`config.mk`:
```
export PLATFORM = sky130hd
export DESIGN_NAME = stw_ctrl
export DESIGN_NICKNAME = d
export VERILOG_FILES = /design/src/design/stw_pkg.sv /design/src/design/stw_ctrl.sv
export SDC_FILE = /design/constraint.sdc
export NUM_CORES = 1
export LEC_CHECK = 0
export BUFFER_PORTS_ARGS = -buffer_cell sky130_fd_sc_hd__buf_2
export CORE_MARGIN = 2
export CORE_UTILIZATION = 40
export CTS_BUF_LIST = sky130_fd_sc_hd__clkbuf_8 sky130_fd_sc_hd__clkbuf_16
export CTS_CLUSTER_SIZE = 10
export DETAILED_ROUTE_END_ITERATION = 6
export PLACE_DENSITY = 0.72
export SYNTH_ARGS = -nofsm -noshare
export SYNTH_HDL_FRONTEND = slang
export SYNTH_SLANG_ARGS = --single-unit
```
`constraint.sdc`:
```
create_clock -name clk -period 1.34 [get_ports clk]
set_input_delay 0.067 -clock clk [delete_from_list [all_inputs] [get_ports clk]]
set_output_delay 0.067 -clock clk [all_outputs]
set_load 0.02 [all_outputs]
```
`src/design/stw_pkg.sv`:
```
// ---------------------------------------------------------------------------
// stw_pkg: shared types and constants of the smoothstep tween handle table
// Holds the opcodes, the controller states, the command and status structs
// that join the controller to the datapath, and the fixed-point constants.
// ---------------------------------------------------------------------------
package stw_pkg;

  localparam int ID_W     = 9;
  localparam int DATA_W   = 32;
  localparam int CHUNK_W  = 16;  // slots examined per cycle by the free-slot scan
  localparam int CHUNK_AW = 4;
  localparam int GEO_W    = 5 * DATA_W;

  localparam logic [DATA_W-1:0] ONE_Q16   = 32'h0001_0000;
  localparam logic [16:0]       ONE_FRAC  = 17'h1_0000;
  localparam logic [17:0]       THREE_Q16 = 18'h3_0000;

  typedef enum logic [2:0] {
    OP_CREATE  = 3'd0,
    OP_STEP    = 3'd1,
    OP_GET     = 3'd2,
    OP_RESET   = 3'd3,
    OP_DESTROY = 3'd4
  } op_t;

  typedef enum logic [3:0] {
    ST_IDLE,
    ST_DECODE,
    ST_SCAN,
    ST_ALLOC,
    ST_READ,
    ST_DIV,
    ST_SQ,
    ST_EASE,
    ST_LERP_X,
    ST_LERP_Y,
    ST_DONE
  } state_t;

  typedef struct packed {
    logic load;
    logic scan_step;
    logic alloc;
    logic destroy;
    logic set_found;
    logic step_wr;
    logic reset_wr;
    logic div_load;
    logic div_step;
    logic sq;
    logic ease;
    logic lerp_x;
    logic lerp_y;
    logic out_load;
  } cmd_t;

  typedef struct packed {
    logic [2:0] op;
    logic       hit;
    logic       scan_hit;
    logic       scan_last;
    logic       div_last;
    logic       out_free;
  } stat_t;

endpackage

```
`src/design/stw_ctrl.sv`:
```
// ---------------------------------------------------------------------------
// stw_ctrl: command sequencer
// Walks one command through decode, slot scan, table access, the fraction
// divider and the easing multiplies, then hands the result to the output.
// ---------------------------------------------------------------------------
module stw_ctrl (
  input  logic           clk,
  input  logic           rst_n,
  input  logic           in_valid,
  output logic           in_ready,
  input  stw_pkg::stat_t stat,
  output stw_pkg::cmd_t  cmd
);

  stw_pkg::state_t state_r, state_nxt;

  always_ff @(posedge clk) begin
    if (!rst_n) begin
      state_r <= stw_pkg::ST_IDLE;
    end else begin
      state_r <= state_nxt;
    end
  end

  always_comb begin
    state_nxt = state_r;
    cmd       = '0;
    in_ready  = 1'b0;
    unique case (state_r)
      stw_pkg::ST_IDLE: begin
        in_ready = 1'b1;
        if (in_valid) begin
          cmd.load  = 1'b1;
          state_nxt = stw_pkg::ST_DECODE;
        end
      end
      stw_pkg::ST_DECODE: begin
        if (stat.op == stw_pkg::OP_CREATE) begin
          state_nxt = stw_pkg::ST_SCAN;
        end else if (stat.op == stw_pkg::OP_DESTROY) begin
          cmd.destroy = 1'b1;
          state_nxt   = stw_pkg::ST_DONE;
        end else if (stat.hit && stat.op == stw_pkg::OP_RESET) begin
          cmd.set_found = 1'b1;
          cmd.reset_wr  = 1'b1;
          state_nxt     = stw_pkg::ST_DONE;
        end else if (stat.hit && (stat.op == stw_pkg::OP_STEP ||
                                  stat.op == stw_pkg::OP_GET)) begin
          cmd.set_found = 1'b1;
          state_nxt     = stw_pkg::ST_READ;
        end else begin
          state_nxt = stw_pkg::ST_DONE;
        end
      end
      stw_pkg::ST_SCAN: begin
        cmd.scan_step = 1'b1;
        if (stat.scan_hit) begin
          state_nxt = stw_pkg::ST_ALLOC;
        end else if (stat.scan_last) begin
          state_nxt = stw_pkg::ST_DONE;
        end
      end
      stw_pkg::ST_ALLOC: begin
        cmd.alloc = 1'b1;
        state_nxt = stw_pkg::ST_DONE;
      end
      stw_pkg::ST_READ: begin
        if (stat.op == stw_pkg::OP_STEP) begin
          cmd.step_wr = 1'b1;
          state_nxt   = stw_pkg::ST_DONE;
        end else begin
          cmd.div_load = 1'b1;
          state_nxt    = stw_pkg::ST_DIV;
        end
      end
      stw_pkg::ST_DIV: begin
        cmd.div_step = 1'b1;
        if (stat.div_last) begin
          state_nxt = stw_pkg::ST_SQ;
        end
      end
      stw_pkg::ST_SQ: begin
        cmd.sq    = 1'b1;
        state_nxt = stw_pkg::ST_EASE;
      end
      stw_pkg::ST_EASE: begin
        cmd.ease  = 1'b1;
        state_nxt = stw_pkg::ST_LERP_X;
      end
      stw_pkg::ST_LERP_X: begin
        cmd.lerp_x = 1'b1;
        state_nxt  = stw_pkg::ST_LERP_Y;
      end
      stw_pkg::ST_LERP_Y: begin
        cmd.lerp_y = 1'b1;
        state_nxt  = stw_pkg::ST_DONE;
      end
      stw_pkg::ST_DONE: begin
        if (stat.out_free) begin
          cmd.out_load = 1'b1;
          state_nxt    = stw_pkg::ST_IDLE;
        end
      end
      default: state_nxt = stw_pkg::ST_IDLE;
    endcase
  end

endmodule

```
==> results.ini <==
[logic_synthesis]
synth_area_per_cell_um2=6.99
synth_enable_flop_cells=0
syn-cell-area_um2=581
async_reset_ff_frac=0
postSynthCellCount=83
ys.flop_type=dfxtp_1
syn_nets=94
yosysWarnings=0
synth.distinct_cells=40
ys_seq_area_frac=0.138
ys_ff_latch=4

[final_layout]
nNetsFinal=151
largest_reg_flops=4
drive_gt1_frac=0.652
instances_no_fill=153
most-common-layout-cells=33 x buf_4, 15 x buf_2, 11 x buf_6
area_delta_synth_final_pct=105
n_antenna_cell=0
final_common_cell=buf_4
top_register=state_r
top_regs=state_r x4

[worst_setup_path]
r2r_slack_ns=-0.25
cp.arrival_ns=1.59
crit_path_max_fanout=4
crit_path_end_kind=output pin
cp-start-kind=flip-flop
rr_worst_depth=7
r2r_end=state_r[1]
reg2reg_from=state_r[3]
worstSetupPathType=reg -> out
crit_required_ns=1.27

[grt]
grt_overflow=0
grt_first_pass_wirelength_um=3970
grt_max_degree=10
grt_pass1_vias=898
grt_antenna_before_repair=0
grt_use_total=0.289

[power_and_ir_drop]
power.total_mw=2.52
p_per_area_nw_per_um2=2130
p_leak_nw=0.537
peakVddDrop_uv=1710

[clocking]
cts_root_buf=clkbuf_8
clk_latency_ns=0.23
htree_levels=1
clk_pin_slew_ns=0.04
clockBufferDepth=2
cts_sinks=4
numCtsBuffers=3
tritoncts=done

[timing]
rsz0062_at_grt=true
setup_viol=19
max_freq_mhz=605
clock_skew_ns=0.00230
tightestPinTransition_ns=0.370
slew_headroom=0.753
period_share=1.23
hold_viol=0
final-max-slew-violation-count=0
worst_slack_ns=-0.314
period_needed_ns=1.65
setup_tns_ns=-3.50

[placed_design]
dp_cells=138
hpwl_um=1450
post-place-ws_ns=-0.126
port_buffers=25
gp_congestion=0.811

[die]
die_h_um=42.1
io_pins=26
coreArea_um2=1330
dieWidth_um=42.1
rows=13
die_area_um2=1770
start_util=0.435

[route]
ant_nets=0
route.detailed.drc=0
wirelength_um=3020
vias=962
wl_per_cell_um=19.7
dr.pass1.iters=4
drt_iter0_markers=29
viasPerCell=6.29

[min_path]
holdPathStages=2
min_from=rst_n
hold_path.class=in -> reg
hold_end=state_r[0]

[outcome]
status=finished, violations left
violations=setup timing

[run]
cap_violations=0

-- cell families (layout without fill, tap and decap cells) --
| family | after synthesis | after routing | share of synthesized area |
|---|---|---|---|
| and+or+nand+nor | 46 | 46 | 0.472 |
| AOI/OAI and AO/OA | 21 | 21 | 0.267 |
| buffers and inverters | 10 | 65 | 0.0905 |
| DFF | 4 | 4 | 0.138 |
| xor gates and xnor gates | 1 | 1 | 0.0151 |
| muxes | 1 | 1 | 0.0172 |
-- metrics by stage --
step           area, µm²   util  hold slack, ns
3_5_place_dp         888  0.666           0.358
3_3_place_gp         888  0.666           0.354
5_1_grt             1190  0.890           0.165
2_1_floorplan        621      -           0.171
6_report            1190  0.890           0.161
4_1_cts             1110  0.835           0.139
-- worst max-delay path by stage --
| stage | depth (start not counted) | startpoint | to | slack (ns) |
|---|---|---|---|---|
| floorplan | 3 | state_r[2] | cmd[10] | -0.05 |
| CTS | 3 | state_r[3] | cmd[10] | -0.27 |
| finish | 4 | state_r[1] | cmd[7] | -0.31 |
| detailed placement | 5 | state_r[3] | state_r[1] | -0.13 |
| global route | 4 | state_r[1] | cmd[7] | -0.34 |
| global placement | 4 | state_r[1] | cmd[7] | -0.09 |
-- worst max-delay path, stage by stage, from the launching register on --
cell and delay [ns]:
dfxtp_2 0.33, or4b_4 0.58, nor2_4 0.15, and3_4 0.19, buf_6 0.11
-- power breakdown --
part	internal, mW	total [mW]	switching, mW
Sequential	0.175	0.238	0.0633
Combinational	0.987	2.01	1.02
Clock	0.193	0.276	0.0827
Total	1.35	2.52	1.17
-- synthesized netlist by cell type (3+ instances only) --
cell | number | share of area
inv_1 | 3 | 0.019
dfxtp_1 | 4 | 0.14
o21ai_0 | 3 | 0.026
buf_2 | 3 | 0.026
nor2_1 | 9 | 0.058
nand2_1 | 5 | 0.032
nand2b_1 | 3 | 0.032
nor3_1 | 9 | 0.078
or3_1 | 3 | 0.032
-- layout make-up --
type                       instances  area [µm²]
multi-input combinational         69         583
timing repair buffer              59         447
fill                              66         146
sequential                         4        86.3
clock buffer                       3        41.3
tap                               15        18.8
inverter                           3        11.3
-- what timing repair did --
item | 4_1_cts | 5_1_grt
endpoints found under the setup margin | 18 | 19
buffers inserted | 10 | 2
hold buffers | 0 | 0
gates resized for setup | 30 | 15
pin swaps | 8 | 7
-- routing by layer --
layer | wire length, µm | vias up | global-route usage
met5 | 0 | - | 0
met4 | 85 | 0 | 0.144
met3 | 196 | 8 | 0.0517
met2 | 1560 | 57 | 0.534
met1 | 1180 | 477 | 0.310
li1 | - | 420 | -
Note: power is estimated with default switching activity, not from simulation.
